[src/rtl/bds_pkg.sv]
// ----------------------------------------------------------------------------
// bds_pkg: shared definitions of the 2x2 box downsampler
// Sizes, register indexes and the control bundle that drives each lane.
// ----------------------------------------------------------------------------
package bds_pkg;

    localparam int MAX_WIDTH       = 2048;
    localparam int CHANNEL_BITS    = 16;
    localparam int HEIGHT_LIMIT    = 4096;
    localparam int NUM_LANES       = 4;

    localparam int WIDTH_REG_BITS  = 12;
    localparam int HEIGHT_REG_BITS = 13;
    localparam int CFG_INDEX_BITS  = 2;
    localparam int CFG_DATA_BITS   = 13;

    localparam int LINE_DEPTH      = MAX_WIDTH / 2;
    localparam int IDX_BITS        = (LINE_DEPTH > 1) ? $clog2(LINE_DEPTH) : 1;
    localparam int COL_BITS        = $clog2(MAX_WIDTH);
    localparam int ROW_BITS        = $clog2(HEIGHT_LIMIT);
    localparam int EFF_W_BITS      = $clog2(MAX_WIDTH + 1);
    localparam int EFF_H_BITS      = $clog2(HEIGHT_LIMIT + 1);
    localparam int SUM_BITS        = CHANNEL_BITS + 1;
    localparam int AVG_BITS        = CHANNEL_BITS + 2;

    localparam logic [CFG_INDEX_BITS-1:0] REG_SOURCE_WIDTH  = CFG_INDEX_BITS'(0);
    localparam logic [CFG_INDEX_BITS-1:0] REG_SOURCE_HEIGHT = CFG_INDEX_BITS'(1);

    typedef struct packed {
        logic                restart;
        logic                hold_en;
        logic                wr_en;
        logic                rd_en;
        logic [IDX_BITS-1:0] idx;
    } t_lane_ctrl;

endpackage

[src/rtl/bds_ctrl.sv]
// ----------------------------------------------------------------------------
// bds_ctrl: frame position and lane control of the 2x2 box downsampler
// Keeps the size registers and the column and row counters, and decides for
// each accepted pixel whether the lanes hold it, store a pair or read back.
// ----------------------------------------------------------------------------
module bds_ctrl (
    input  logic                               i_clk,
    input  logic                               i_rst_n,
    input  logic                               i_cfg_wr,
    input  logic [bds_pkg::CFG_INDEX_BITS-1:0] i_cfg_index,
    input  logic [bds_pkg::CFG_DATA_BITS-1:0]  i_cfg_data,
    input  logic                               i_accept,
    output bds_pkg::t_lane_ctrl                o_ctrl,
    output logic                               o_produce,
    output logic                               o_last
);

    logic [bds_pkg::WIDTH_REG_BITS-1:0]  r_width;
    logic [bds_pkg::HEIGHT_REG_BITS-1:0] r_height;
    logic [bds_pkg::COL_BITS-1:0]        r_col;
    logic [bds_pkg::COL_BITS-1:0]        n_col;
    logic [bds_pkg::ROW_BITS-1:0]        r_row;
    logic [bds_pkg::ROW_BITS-1:0]        n_row;
    logic [bds_pkg::EFF_W_BITS-1:0]      eff_w;
    logic [bds_pkg::EFF_H_BITS-1:0]      eff_h;
    logic [bds_pkg::EFF_W_BITS-2:0]      pair_w;
    logic [bds_pkg::EFF_H_BITS-2:0]      pair_h;
    logic                                size_ok;
    logic                                col_used;
    logic                                row_used;
    logic                                active;
    logic                                col_wrap;
    logic                                row_wrap;
    logic                                restart;

    assign eff_w = (32'(r_width) > 32'(bds_pkg::MAX_WIDTH))
                 ? bds_pkg::EFF_W_BITS'(bds_pkg::MAX_WIDTH)
                 : bds_pkg::EFF_W_BITS'(r_width);
    assign eff_h = (32'(r_height) > 32'(bds_pkg::HEIGHT_LIMIT))
                 ? bds_pkg::EFF_H_BITS'(bds_pkg::HEIGHT_LIMIT)
                 : bds_pkg::EFF_H_BITS'(r_height);
    assign pair_w = eff_w[bds_pkg::EFF_W_BITS-1:1];
    assign pair_h = eff_h[bds_pkg::EFF_H_BITS-1:1];

    assign size_ok  = (eff_w != '0) && (eff_h != '0);
    assign col_used = 32'(r_col >> 1) < 32'(pair_w);
    assign row_used = 32'(r_row >> 1) < 32'(pair_h);
    assign active   = i_accept && size_ok && col_used && row_used;
    assign col_wrap = (32'(r_col) + 32'd1) >= 32'(eff_w);
    assign row_wrap = (32'(r_row) + 32'd1) >= 32'(eff_h);

    assign restart = i_cfg_wr && ((i_cfg_index == bds_pkg::REG_SOURCE_WIDTH)
                               || (i_cfg_index == bds_pkg::REG_SOURCE_HEIGHT));

    assign o_ctrl.restart = restart;
    assign o_ctrl.hold_en = active && !r_col[0];
    assign o_ctrl.wr_en   = active && r_col[0] && !r_row[0];
    assign o_ctrl.rd_en   = active && r_col[0] && r_row[0];
    assign o_ctrl.idx     = bds_pkg::IDX_BITS'(r_col >> 1);
    assign o_produce      = o_ctrl.rd_en;
    assign o_last         = (32'(r_col) == 32'(pair_w) * 2 - 1)
                         && (32'(r_row) == 32'(pair_h) * 2 - 1);

    always_comb begin
        n_col = r_col;
        n_row = r_row;
        if (restart) begin
            n_col = '0;
            n_row = '0;
        end else if (i_accept && size_ok) begin
            if (col_wrap) begin
                n_col = '0;
                n_row = row_wrap ? '0 : r_row + bds_pkg::ROW_BITS'(1);
            end else begin
                n_col = r_col + bds_pkg::COL_BITS'(1);
            end
        end
    end

    always_ff @(posedge i_clk) begin
        if (!i_rst_n) begin
            r_width  <= '0;
            r_height <= '0;
            r_col    <= '0;
            r_row    <= '0;
        end else begin
            if (i_cfg_wr && (i_cfg_index == bds_pkg::REG_SOURCE_WIDTH)) begin
                r_width <= i_cfg_data[bds_pkg::WIDTH_REG_BITS-1:0];
            end
            if (i_cfg_wr && (i_cfg_index == bds_pkg::REG_SOURCE_HEIGHT)) begin
                r_height <= i_cfg_data[bds_pkg::HEIGHT_REG_BITS-1:0];
            end
            r_col <= n_col;
            r_row <= n_row;
        end
    end

    a_col_in_frame: assert property (@(posedge i_clk) disable iff (!i_rst_n)
        (eff_w != '0) |-> (32'(r_col) < 32'(eff_w)))
        else $error("column counter outside the frame width");

    a_row_in_frame: assert property (@(posedge i_clk) disable iff (!i_rst_n)
        (eff_h != '0) |-> (32'(r_row) < 32'(eff_h)))
        else $error("row counter outside the frame height");

    a_restart_clears: assert property (@(posedge i_clk) disable iff (!i_rst_n)
        restart |=> (r_col == '0) && (r_row == '0))
        else $error("size write did not restart the frame");

endmodule

[config.mk]
export PLATFORM = sky130hd
export DESIGN_NAME = bds_ctrl
export DESIGN_NICKNAME = d
export VERILOG_FILES = /design/src/rtl/bds_pkg.sv /design/src/rtl/bds_ctrl.sv
export SDC_FILE = /design/constraint.sdc
export NUM_CORES = 1
export LEC_CHECK = 0
export BUFFER_PORTS_ARGS = -buffer_cell sky130_fd_sc_hd__buf_4
export CORE_UTILIZATION = 50
export DETAILED_ROUTE_END_ITERATION = 10
export PLACE_DENSITY_LB_ADDON = 0.08
export SLEW_MARGIN = 20
export SYNTH_ARGS = -nofsm -noshare
export SYNTH_HDL_FRONTEND = slang
export SYNTH_SLANG_ARGS = --single-unit
export TNS_END_PERCENT = 20
[constraint.sdc]
create_clock -name i_clk -period 4.5 [get_ports i_clk]
set_input_delay 0.45 -clock i_clk [delete_from_list [all_inputs] [get_ports i_clk]]
set_output_delay 0.45 -clock i_clk [all_outputs]
set_load 0.02 [all_outputs]
==> results of run 1 <==
==> final timing paths <==
check | slack, ns | to | startpoint | cells after the start
max reg2reg | 0.73 | r_row[7] | r_row[1] | 15
min reg2reg | 0.49 | r_width[0] | r_width[0] | 2
max | 0.53 | o_last | r_width[11] | 11
min | 0.41 | r_height[10] | i_cfg_data[10] | 3
==> state kept, by name (all words and copies together) (netlist names) <==
register and flops:
r_width 12, r_height 13, r_row 12, r_col 11
==> metrics by stage <==
stage / util / hold WS, ns / area (um2) / power (uW) / worst slack, ns
after floorplan: - / 0.4467 / 4300 / 617.9 / 0.8732
after detailed placement: 0.5441 / 0.4817 / 4493 / 684.1 / 0.7813
after CTS: 0.5553 / 0.4040 / 4586 / 950.8 / 0.5135
after global routing: 0.5553 / 0.4100 / 4586 / 998.3 / 0.2532
final: 0.5553 / 0.4085 / 4586 / 946.4 / 0.5344
after global placement: 0.5441 / 0.4684 / 4493 / 679.2 / 0.9262
==> synth_stat cells (all sizes together) (2+ instances only) <==
master,n,share of area
dfxtp,48,0.22
nor2,43,0.038
or4,4,0.0070
o21a,6,0.010
a211oi,3,0.0052
nand2,98,0.086
nor3,12,0.014
nor3b,6,0.010
nand3b,7,0.012
o221ai,3,0.0061
o31a,2,0.0044
and2,3,0.0044
a21boi,26,0.045
o21ai,29,0.034
and3,7,0.010
a21oi,25,0.029
nand3,25,0.029
a21o,3,0.0052
nand4,5,0.0073
clkbuf,30,0.026
nand2b,5,0.0073
a32o,2,0.0047
inv,12,0.010
a2111oi,3,0.0061
or3,6,0.0087
o31ai,3,0.0052
nor2b,6,0.0087
nor4,10,0.021
mux2i,6,0.014
buf,17,0.026
o211ai,6,0.010
a22o,10,0.020
xnor2,23,0.047
xor2,16,0.033
ha,50,0.15
==> where the power goes <==
| part | internal [uW] | total (uW) | switching (uW) |
|---|---|---|---|
| logic | 96.4 | 228 | 132 |
| registers | 433 | 448 | 15.4 |
| clock network | 123 | 270 | 147 |
| total | 652 | 946 | 294 |
==> layer usage <==
metal	routed length (um)	GRT usage	vias to the layer above
li1	-	-	2020
met4	347	0.1010	0
met3	396	0.03060	28
met5	0	0	-
met2	5073	0.4269	105
met1	5321	0.3567	1864
==> cells in the final DEF (no fill, tap or decap), types with 7 or more instances in the layout <==
master / synthesis / layout
nand3b_1: 7 / 7
ha_1: 50 / 50
nor2_1: 43 / 43
a22o_1: 10 / 10
xnor2_1: 23 / 23
dfxtp_1: 48 / 48
nor3_1: 12 / 12
o21ai_0: 27 / 27
a21oi_1: 25 / 25
a21boi_0: 26 / 26
nand2_1: 97 / 97
buf_4: 12 / 38
xor2_1: 16 / 16
nor4_1: 7 / 7
inv_1: 11 / 11
and3_1: 7 / 7
nand3_1: 25 / 25
==> worst max-delay path, cell delays in order, from the launching register on <==
cell and delay, ns:
dfxtp_1 0.34, inv_1 0.18, nand2_1 0.18, ha_1 0.46, inv_1 0.16, a2111oi_0 0.40
o21ai_1 0.11, nor4_1 0.23, nand3_1 0.09, or4_1 0.52, nor4_2 0.33, buf_4 0.20
==> final cells by class <==
| class | count | area (um2) |
|---|---|---|
| Fill cell | 868 | 3672 |
| Multi-Input combinational cell | 466 | 3070 |
| Sequential cell | 48 | 960.9 |
| Timing Repair Buffer | 38 | 285.3 |
| Tap cell | 105 | 131.4 |
| Clock buffer | 6 | 82.58 |
| Inverter | 12 | 45.04 |
| Clock inverter | 2 | 10.01 |
==> cell families (layout without fill, tap and decap cells) <==
| family | count (synthesis) | after routing | synth area share |
|---|---|---|---|
| buffers and inverters | 59 | 58 | 0.06256 |
| xor gates and xnor gates | 39 | 39 | 0.07943 |
| and+or+nand+nor | 239 | 239 | 0.2674 |
| adders and majority gates | 50 | 50 | 0.1455 |
| AOI/OAI and AO/OA | 131 | 131 | 0.2051 |
| DFF | 48 | 48 | 0.2235 |
| muxes | 7 | 7 | 0.01658 |
==> summary.md, run 1 <==
| Metric | Value |
|---|---|
| Power per cell area | 206.4 mW/mm2 |
| Area grow syn2layout | 6.634% |
| Vias in the first global route | 3760 |
| ANT nets after route | 0 |
| Die height | 94.74 um |
| Synth unique cells | 57 |
| Starting Density | 0.5208 |
| Post-DR wirelength/cell | 16.45 um |
| P_leak | 0.001890 uW |
| Unrepaired setup endpoints after global routing | false |
| Post-Syn Instances | 573 |
| DR vias/cell | 5.934 |
| Nets | 640 |
| Worst VDD drop | 146.7 uV |
| Worst Path Arrival | 3.52 ns |
| WS Path Type | flop to output port |
| Req. time, crit path | 4.05 ns |
| Port Buffers | 34 |
| Slew @ Worst Pin | 0.7276 ns |
| Vias | 4017 |
| Total grt overflow | 0 |
| Fraction of layout cells with a size suffix above 1 | 0.09441 |
| Root buf cell | clkbuf_8 |
| Warning count from the yosys run | 0 |
| Register bit total from synthesis | 48 |
| Postcts setup bufs | 0 |
| Clk slew on worst S/H paths | 0.09 ns |
| Pins Over Slew Limit | 0 |
| Diodes inserted | 0 |
| Detailed Place HPWL | 8905 um |
| CTS hold repair buffers | 0 |
| Final worst path period share | 0.8812 |
| Fin Clk Skew | 0.005951 ns |
| Initial drt markers | 190 |
| Total core area | 0.008258 mm2 |
| Site Rows | 33 |
| EDFF count, synth | 0 |
| Final cell count without fillers | 677 |
| Mapped Area | 0.004300 mm2 |
| CTS Buffer Depth | 2 |
| Post-CTS Resized | 0 |
| DR pass1 iterations | 5 |
| Initial antenna violation count | 0 |
| Crit. End Element | output port |
| Main synth FF type | dfxtp_1 |
| Routed wire length | 11140 um |
| Mapped Nets | 642 |
| Register area share after synthesis | 0.2235 |
| CP Max Fanout | 13 |
| Setup-failing EPs final | 0 |
| Worst Hold Class | primary input to flop |
| Ports | 35 |
| Skew-Pair Late Insertion Delay | 0.30 ns |
| Die Wd | 94.74 um |
| GRT Total Usage | 0.2638 |
| Clock sinks | 48 |
| Crit path launch type | flop |
| DRC viols | 0 |
| FMAX | 252.2 MHz |
| Rel. slew slack | 0.5131 |
| CTS tree | built |
| Largest net degree at the start of global routing | 28 |
| Post-Syn Area per Cell | 7.505 um2 |
| Die footprint | 0.008976 mm2 |
| Final Hold Viols | 0 |
| Tmin final | 3.966 ns |
| Routability cong. | 0.8768 |
| First-pass GRT wire length | 18390 um |
| Max-cap violations | 0 |
| TNS Setup | 0 ns |
| Async SR Flop Fraction | 0 |
| Num CTS Buffers | 5 |
| H-tree levels | 2 |
| DP Cell Count | 669 |
| Outcome | completed |
Power figures use the tool's default switching activity.
==> run 2, diff against run 1 <==
Settings changed: CORE_UTILIZATION 50 to 45.
==> run 2 against run 1 <==
  * Fmax is 6.2% lower
  * Combinational power about the same
  * Utilization shrank 5.7 points
  * Sequential power hardly changed
  * Count of clock-buffer cells in the layout is 2 higher
  * Routed wire length is 0.57% higher
  * Worst hold slack lost 0.010 ns
  * First-iteration DRC count shrank 36%
  * Power is 0.37% higher
  * Non-clock buffer count is 1 lower
  * Critical endpoint unchanged
  * Clock power rose by 2%
  * Clock skew fell by 0.0014 ns
==> summary.md, run 2 (synthesis gave the netlist of run 1 again) <==
| Metric | Value |
|---|---|
| Max-cap violations | 0 (unchanged) |
| CP Max Fanout | 15 (+2) |
| Crit. End Element | output port |
| CTS Buffer Depth | 2 (unchanged) |
| Outcome | completed |
| Worst Hold Class | primary input to flop |
| Initial drt markers | 122 (-36%) |
| Footprint of the multi-input gates | 0.003070 mm2 (unchanged) |
| DR vias/cell | 5.697 (-4.0%) |
| Vias in the first global route | 3576 (-4.9%) |
| Starting Density | 0.4654 (-0.05535) |
| Largest net degree at the start of global routing | 28 (unchanged) |
| Clock sinks | 48 (unchanged) |
| Crit path launch type | flop |
| Reg area | 960.9 um2 (unchanged) |
| DRC viols | 0 (unchanged) |
| Post-CTS Resized | 0 (unchanged) |
| Worst Setup Slack post-DPL | 0.6332 ns (-0.1481 ns) |
| Rel. slew slack | 0.3970 (-0.1162) |
| H-tree levels | 2 (unchanged) |
| Total core area | 0.009240 mm2 (+12%) |
| Die footprint | 0.009951 mm2 (+11%) |
| Initial antenna violation count | 0 (unchanged) |
| Fill count | 945 (+8.9%) |
| Port Buffers | 34 (unchanged) |
| Worst Path Arrival | 3.78 ns (+0.26 ns) |
| Ports | 35 (unchanged) |
| Post-DR wirelength/cell | 16.00 um (-2.7%) |
| Area grow syn2layout | 7.099% |
| GRT Total Usage | 0.2323 (-0.03148) |
| CTS hold repair buffers | 0 (unchanged) |
| Setup-failing EPs final | 0 (unchanged) |
| Leading cell types in the layout, fill and taps excluded | nand2_1 (97), ha_1 (50), dfxtp_1 (48) |
| Detailed Place HPWL | 8948 um (+0.48%) |
| Max incr delay on CP | 0.60 ns (+0.08 ns) |
| FMAX | 236.5 MHz (-6.2%) |
| Root buf cell | clkbuf_8 |
| Fraction of layout cells with a size suffix above 1 | 0.08932 (-0.005089) |
| Postcts setup bufs | 0 (unchanged) |
| Biggest regs | r_height: 13 flops, r_row: 12 flops, r_width: 12 flops |
| Unrepaired setup endpoints after global routing | false |
| Power per cell area | 206.3 mW/mm2 (about the same) |
| Skew-Pair Late Insertion Delay | 0.31 ns (about the same) |
| Fin Clk Skew | 0.004571 ns (-0.001380 ns) |
| CP Buf/Inv Count | 4 (+1) |
| CTS tree | built |
| ANT nets after route | 0 (unchanged) |
| Num CTS Buffers | 5 (unchanged) |
| Diodes inserted | 0 (unchanged) |
| Max FFs per register | 13 (unchanged) |
| Pins Over Slew Limit | 0 (unchanged) |
| Routability cong. | 0.8711 (-0.65%) |
| Worst path top cell family by delay | simple AND/OR/NAND/NOR gates |
| Slew @ Worst Pin | 0.9027 ns (+0.1751 ns) |
| Die height | 99.76 um (+5.3%) |
| Die Wd | 99.76 um (+5.3%) |
| Worst Setup Slack, final | 0.2720 ns (-0.2624 ns) |
| DR pass1 iterations | 4 (-1) |
| Reg2Reg Setup Slack | 0.66 ns (-0.07 ns) |
| Worst-path cell chain | inv_1 -> nand2_1 -> ha_1 -> buf_4 -> inv_1 -> a2111oi_0 -> o21ai_1 -> nor4_1 -> nand3_1 -> or4_1 -> nor4_2 -> buf_4 |
| Routed wire length | 11200 um (+0.57%) |
| Req. time, crit path | 4.05 ns (about the same) |
| Final worst path period share | 0.9396 (+0.05831) |
| CP max stage cell | dfxtp_1 |
| First-pass GRT wire length | 18020 um (-2.0%) |
| P_leak | 0.001879 uW (-0.57%) |
| Final Hold Viols | 0 (unchanged) |
| Most flop-heavy register | r_height |
| Commonest non-fill, non-tap cell in the layout | nand2_1 |
| Vias | 3988 (-0.72%) |
| Total grt overflow | 0 (unchanged) |
| Site Rows | 35 (+6.1%) |
| Clk slew on worst S/H paths | 0.09 ns (about the same) |
| WS Path Type | flop to output port |
| TNS Setup | 0 ns (unchanged) |
| Nets | 639 (-0.16%) |
| Tmin final | 4.228 ns (+0.2624 ns) |
| Worst VDD drop | 111.1 uV (-24%) |
## run 2: cell types whose count changed in the layout (fill, tap and decap cells not counted)
| cell | change |
|---|---|
| buf_4 | -1 |
| clkinv_2 | -2 |
| clkbuf_1 | +2 |
## run 2: tightest hold or removal path: stages
cell and delay [ns]:
buf_4 0.11, nand2_1 0.04, a21boi_0 0.07
## run 2: layout make-up
| cell class | instances | share of cell area |
|---|---|---|
| Multi-Input combinational cell | 466 | 0.6667 |
| Sequential cell | 48 | 0.2086 |
| Timing Repair Buffer | 37 | 0.06031 |
| Tap cell | 129 | 0.03504 |
| Clock buffer | 8 | 0.01956 |
| Inverter | 12 | 0.009780 |
## run 2: where the power goes
part | internal, uW | leakage, uW | switching (uW) | total [uW]
clock network | 126 | 0.0000455 | 150 | 276
logic | 95.5 | 0.00145 | 129 | 225
registers | 433 | 0.000388 | 16.2 | 449
## run 2: final timing paths
| path | depth (start not counted) | to | start |
|---|---|---|---|
| worst min register to register | 2 | r_height[0] | r_height[0] |
| worst min-delay path | 3 | r_height[12] | i_cfg_data[12] |
| worst max register to register | 11 | r_row[6] | r_col[0] |
| worst max-delay path | 12 | o_last | r_width[11] |
## run 2: through the flow
step	area [um2]	hold WS (ns)	cells	utilization	total power, uW
floorplan	4300	0.4467	573	-	617.9
detailed placement	4516	0.4795	692	0.4887	681.8
CTS	4606	0.4023	700	0.4984	955.5
global route	4606	0.3971	700	0.4984	998.1
finish	4606	0.3982	700	0.4984	950.0
global placement	4516	0.4688	692	0.4887	681.2
## run 2: layer usage
| layer | GRT usage | vias to the layer above | routed length (um) |
|---|---|---|---|
| li1 | - | 2022 | - |
| met1 | 0.3143 | 1865 | 5350 |
| met2 | 0.3910 | 89 | 5209 |
| met3 | 0.02249 | 12 | 450 |
| met4 | 0.06674 | 0 | 191 |
| met5 | 0 | - | 0 |
==> run 3, diff against run 2 <==
--- a/config.mk
+++ b/config.mk
@@ -7,5 +7,5 @@
 export LEC_CHECK = 0
 export BUFFER_PORTS_ARGS = -buffer_cell sky130_fd_sc_hd__buf_4
-export CORE_UTILIZATION = 45
+export CORE_UTILIZATION = 60
 export DETAILED_ROUTE_END_ITERATION = 10
 export PLACE_DENSITY_LB_ADDON = 0.08
==> constraint.sdc (replaced) <==
create_clock -name i_clk -period 4.5 [get_ports i_clk]
set_input_delay 0.225 -clock i_clk [delete_from_list [all_inputs] [get_ports i_clk]]
set_output_delay 0.225 -clock i_clk [all_outputs]
set_load 0.02 [all_outputs]
==> run 3 against run 2 <==
  * Worst setup slack better by 0.11 ns
  * Power decreased by 2.2%
  * Fmax grew 2.8%
  * Count of clock-buffer cells in the layout shrank 2
  * Routed wire length is 3.4% lower
  * Via count increased by 0.93%
  * Critical endpoint unchanged
==> summary.md, run 3 (synthesis gave the netlist of run 1 again) <==
| Metric | Value |
|---|---|
| Commonest non-fill, non-tap cell in the layout | nand2_1 |
| FMAX | 243.1 MHz (+2.8%) |
| Clock sinks | 48 (unchanged) |
| Routability cong. | 0.9213 (+5.8%) |
| Port Buffers | 34 (unchanged) |
| Num CTS Buffers | 5 (unchanged) |
| DRC viols | 0 (unchanged) |
| Site Rows | 30 (-14%) |
| Vias in the first global route | 3736 (+4.5%) |
| Worst-path cell chain | inv_1 -> nand2_1 -> ha_2 -> inv_1 -> a2111oi_0 -> o21ai_1 -> nor4_1 -> nand3_1 -> or4_1 -> nor4_2 -> buf_4 |
| Total core area | 0.006869 mm2 (-26%) |
| Total grt overflow | 0 (unchanged) |
| Rel. slew slack | 0.4893 (+0.09234) |
| Max incr delay on CP | 0.61 ns (about the same) |
| Detailed Place HPWL | 8648 um (-3.4%) |
| Postcts setup bufs | 0 (unchanged) |
| DR pass1 iterations | 5 (+1) |
| Nets | 639 (unchanged) |
| Fraction of layout cells with a size suffix above 1 | 0.09123 (+0.001911) |
| Initial drt markers | 162 (+33%) |
| Int Pwr | 635.2 uW (-2.9%) |
| Max FFs per register | 13 (unchanged) |
| HP Start | i_cfg_data[12] |
| GRT Total Usage | 0.3086 (+0.07631) |
| Clk pwr share | 0.274 (-0.017) |
| Post-DR wirelength/cell | 16.25 um (+1.5%) |
| WS Path Type | flop to output port |
| Most common cell on crit path | inv_1 |
| Net Sw Frac | 0.3163 (+0.004655) |
| Crit. End Element | output port |
| CP max stage cell | dfxtp_1 |
| Pins Over Slew Limit | 0 (unchanged) |
| Leading cell types in the layout, fill and taps excluded | nand2_1 (97), ha_1 (49), dfxtp_1 (48) |
| Starting Density | 0.6260 (+0.1606) |
| Die footprint | 0.007510 mm2 (-25%) |
| Ports | 35 (unchanged) |
| Skew-Pair Late Insertion Delay | 0.31 ns (about the same) |
| Worst Setup Slack post-DPL | 0.6611 ns (+0.02793 ns) |
| Power per cell area | 204.0 mW/mm2 (-1.1%) |
| CTS hold repair buffers | 0 (unchanged) |
| Req. time, crit path | 4.28 ns (+0.23 ns) |
| Worst R2R Start | r_row[1] |
| CP Max Fanout | 15 (unchanged) |
| Biggest regs | r_height: 13 flops, r_row: 12 flops, r_width: 12 flops |
| First-pass GRT wire length | 18140 um (+0.69%) |
| Clk slew on worst S/H paths | 0.09 ns (about the same) |
| Die height | 86.66 um (-13%) |
| DR vias/cell | 6.044 (+6.1%) |
| Most flop-heavy register | r_height |
| Fin Clk Skew | 0.008648 ns (+0.004077 ns) |
| Diodes inserted | 0 (unchanged) |
| Post-CTS Resized | 0 (unchanged) |
| Vias | 4025 (+0.93%) |
| Net Switching | 293.8 uW (-0.74%) |
| Routed wire length | 10820 um (-3.4%) |
| Worst VDD drop | 130.9 uV (+18%) |
| Largest net degree at the start of global routing | 28 (unchanged) |
| Worst Hold Class | primary input to flop |
| Tmin final | 4.114 ns (-0.1141 ns) |
| Area grow syn2layout | 5.906% |
| Logic pwr share | 0.243 (+0.006) |
| Max-cap violations | 0 (unchanged) |
| CTS Buffer Depth | 2 (unchanged) |
| CTS tree | built |
| P_leak | 0.001873 uW (-0.29%) |
| TNS Setup | 0 ns (unchanged) |
| Final Hold Viols | 0 (unchanged) |
| Worst Setup Slack, final | 0.3861 ns (+0.1141 ns) |
| Worst Path Arrival | 3.89 ns (+0.11 ns) |
| Die Wd | 86.66 um (-13%) |
| Crit path launch | r_width[11] |
| Setup-failing EPs final | 0 (unchanged) |
| Worst Hold Margin | 0.1709 ns (-0.2273 ns) |
| Slew @ Worst Pin | 0.7467 ns (-0.1560 ns) |
| Initial antenna violation count | 0 (unchanged) |
| Crit path launch type | flop |
| Final worst path period share | 0.9142 (-0.02535) |
| Seq pwr share | 0.483 (+0.011) |
| Root buf cell | clkbuf_8 |
| H-tree levels | 2 (unchanged) |
| Unrepaired setup endpoints after global routing | false |
| Outcome | completed |
| ANT nets after route | 0 (unchanged) |
-- run 3: area by class of cell --
type                            instances  area [um2]
Timing Repair Buffer                   37       277.8
Fill cell                             635        2315
Clock buffer                            6       72.57
Tap cell                               96       120.1
Clock inverter                          1       5.005
Sequential cell                        48       960.9
Inverter                               12       45.04
Multi-Input combinational cell        466        3073
-- run 3: per-layer routing --
| layer | GRT usage | vias up | wire, um |
|---|---|---|---|
| li1 | - | 2024 | - |
| met1 | 0.4159 | 1844 | 5036 |
| met2 | 0.5072 | 134 | 4962 |
| met3 | 0.04000 | 23 | 546 |
| met4 | 0.1061 | 0 | 274 |
| met5 | 0 | - | 0 |
-- run 3: path summary, 6_finish.rpt --
path                                endpoint  slack, ns  depth (start not counted)
worst min register to register    r_width[0]       0.48                          2
worst max register to register      r_row[7]       0.73                         15
worst max-delay path                  o_last       0.39                         11
worst min-delay path            r_height[12]       0.17                          3
-- run 3: critical path, delay by kind of cell, from the launching register on --
family	cells	cell delay, ns
buffers and inverters	3	0.63
AND/OR/NAND/NOR	5	1.44
AO/OA/AOI/OAI	2	0.53
adder cells (fa/ha/maj)	1	0.36
flip-flops	1	0.61
-- run 3: power by group through the flow --
stage	sequential (uW)	clock (uW)	combinational, uW
floorplan	450	0	168
global placement	458	0	218
detailed placement	458	0	222
CTS	448	257	223
global route	451	273	251
finish	449	255	225
-- run 3: stage by stage --
stage          utilization  cell area (um2)  power [uW]  instances
5_1_grt             0.6630             4554       974.9        666
2_1_floorplan            -             4300       617.9        573
4_1_cts             0.6627             4552       928.6        666
6_report            0.6630             4554       929.0        666
3_5_place_dp        0.6514             4474       680.1        659
3_3_place_gp        0.6514             4474       676.4        659
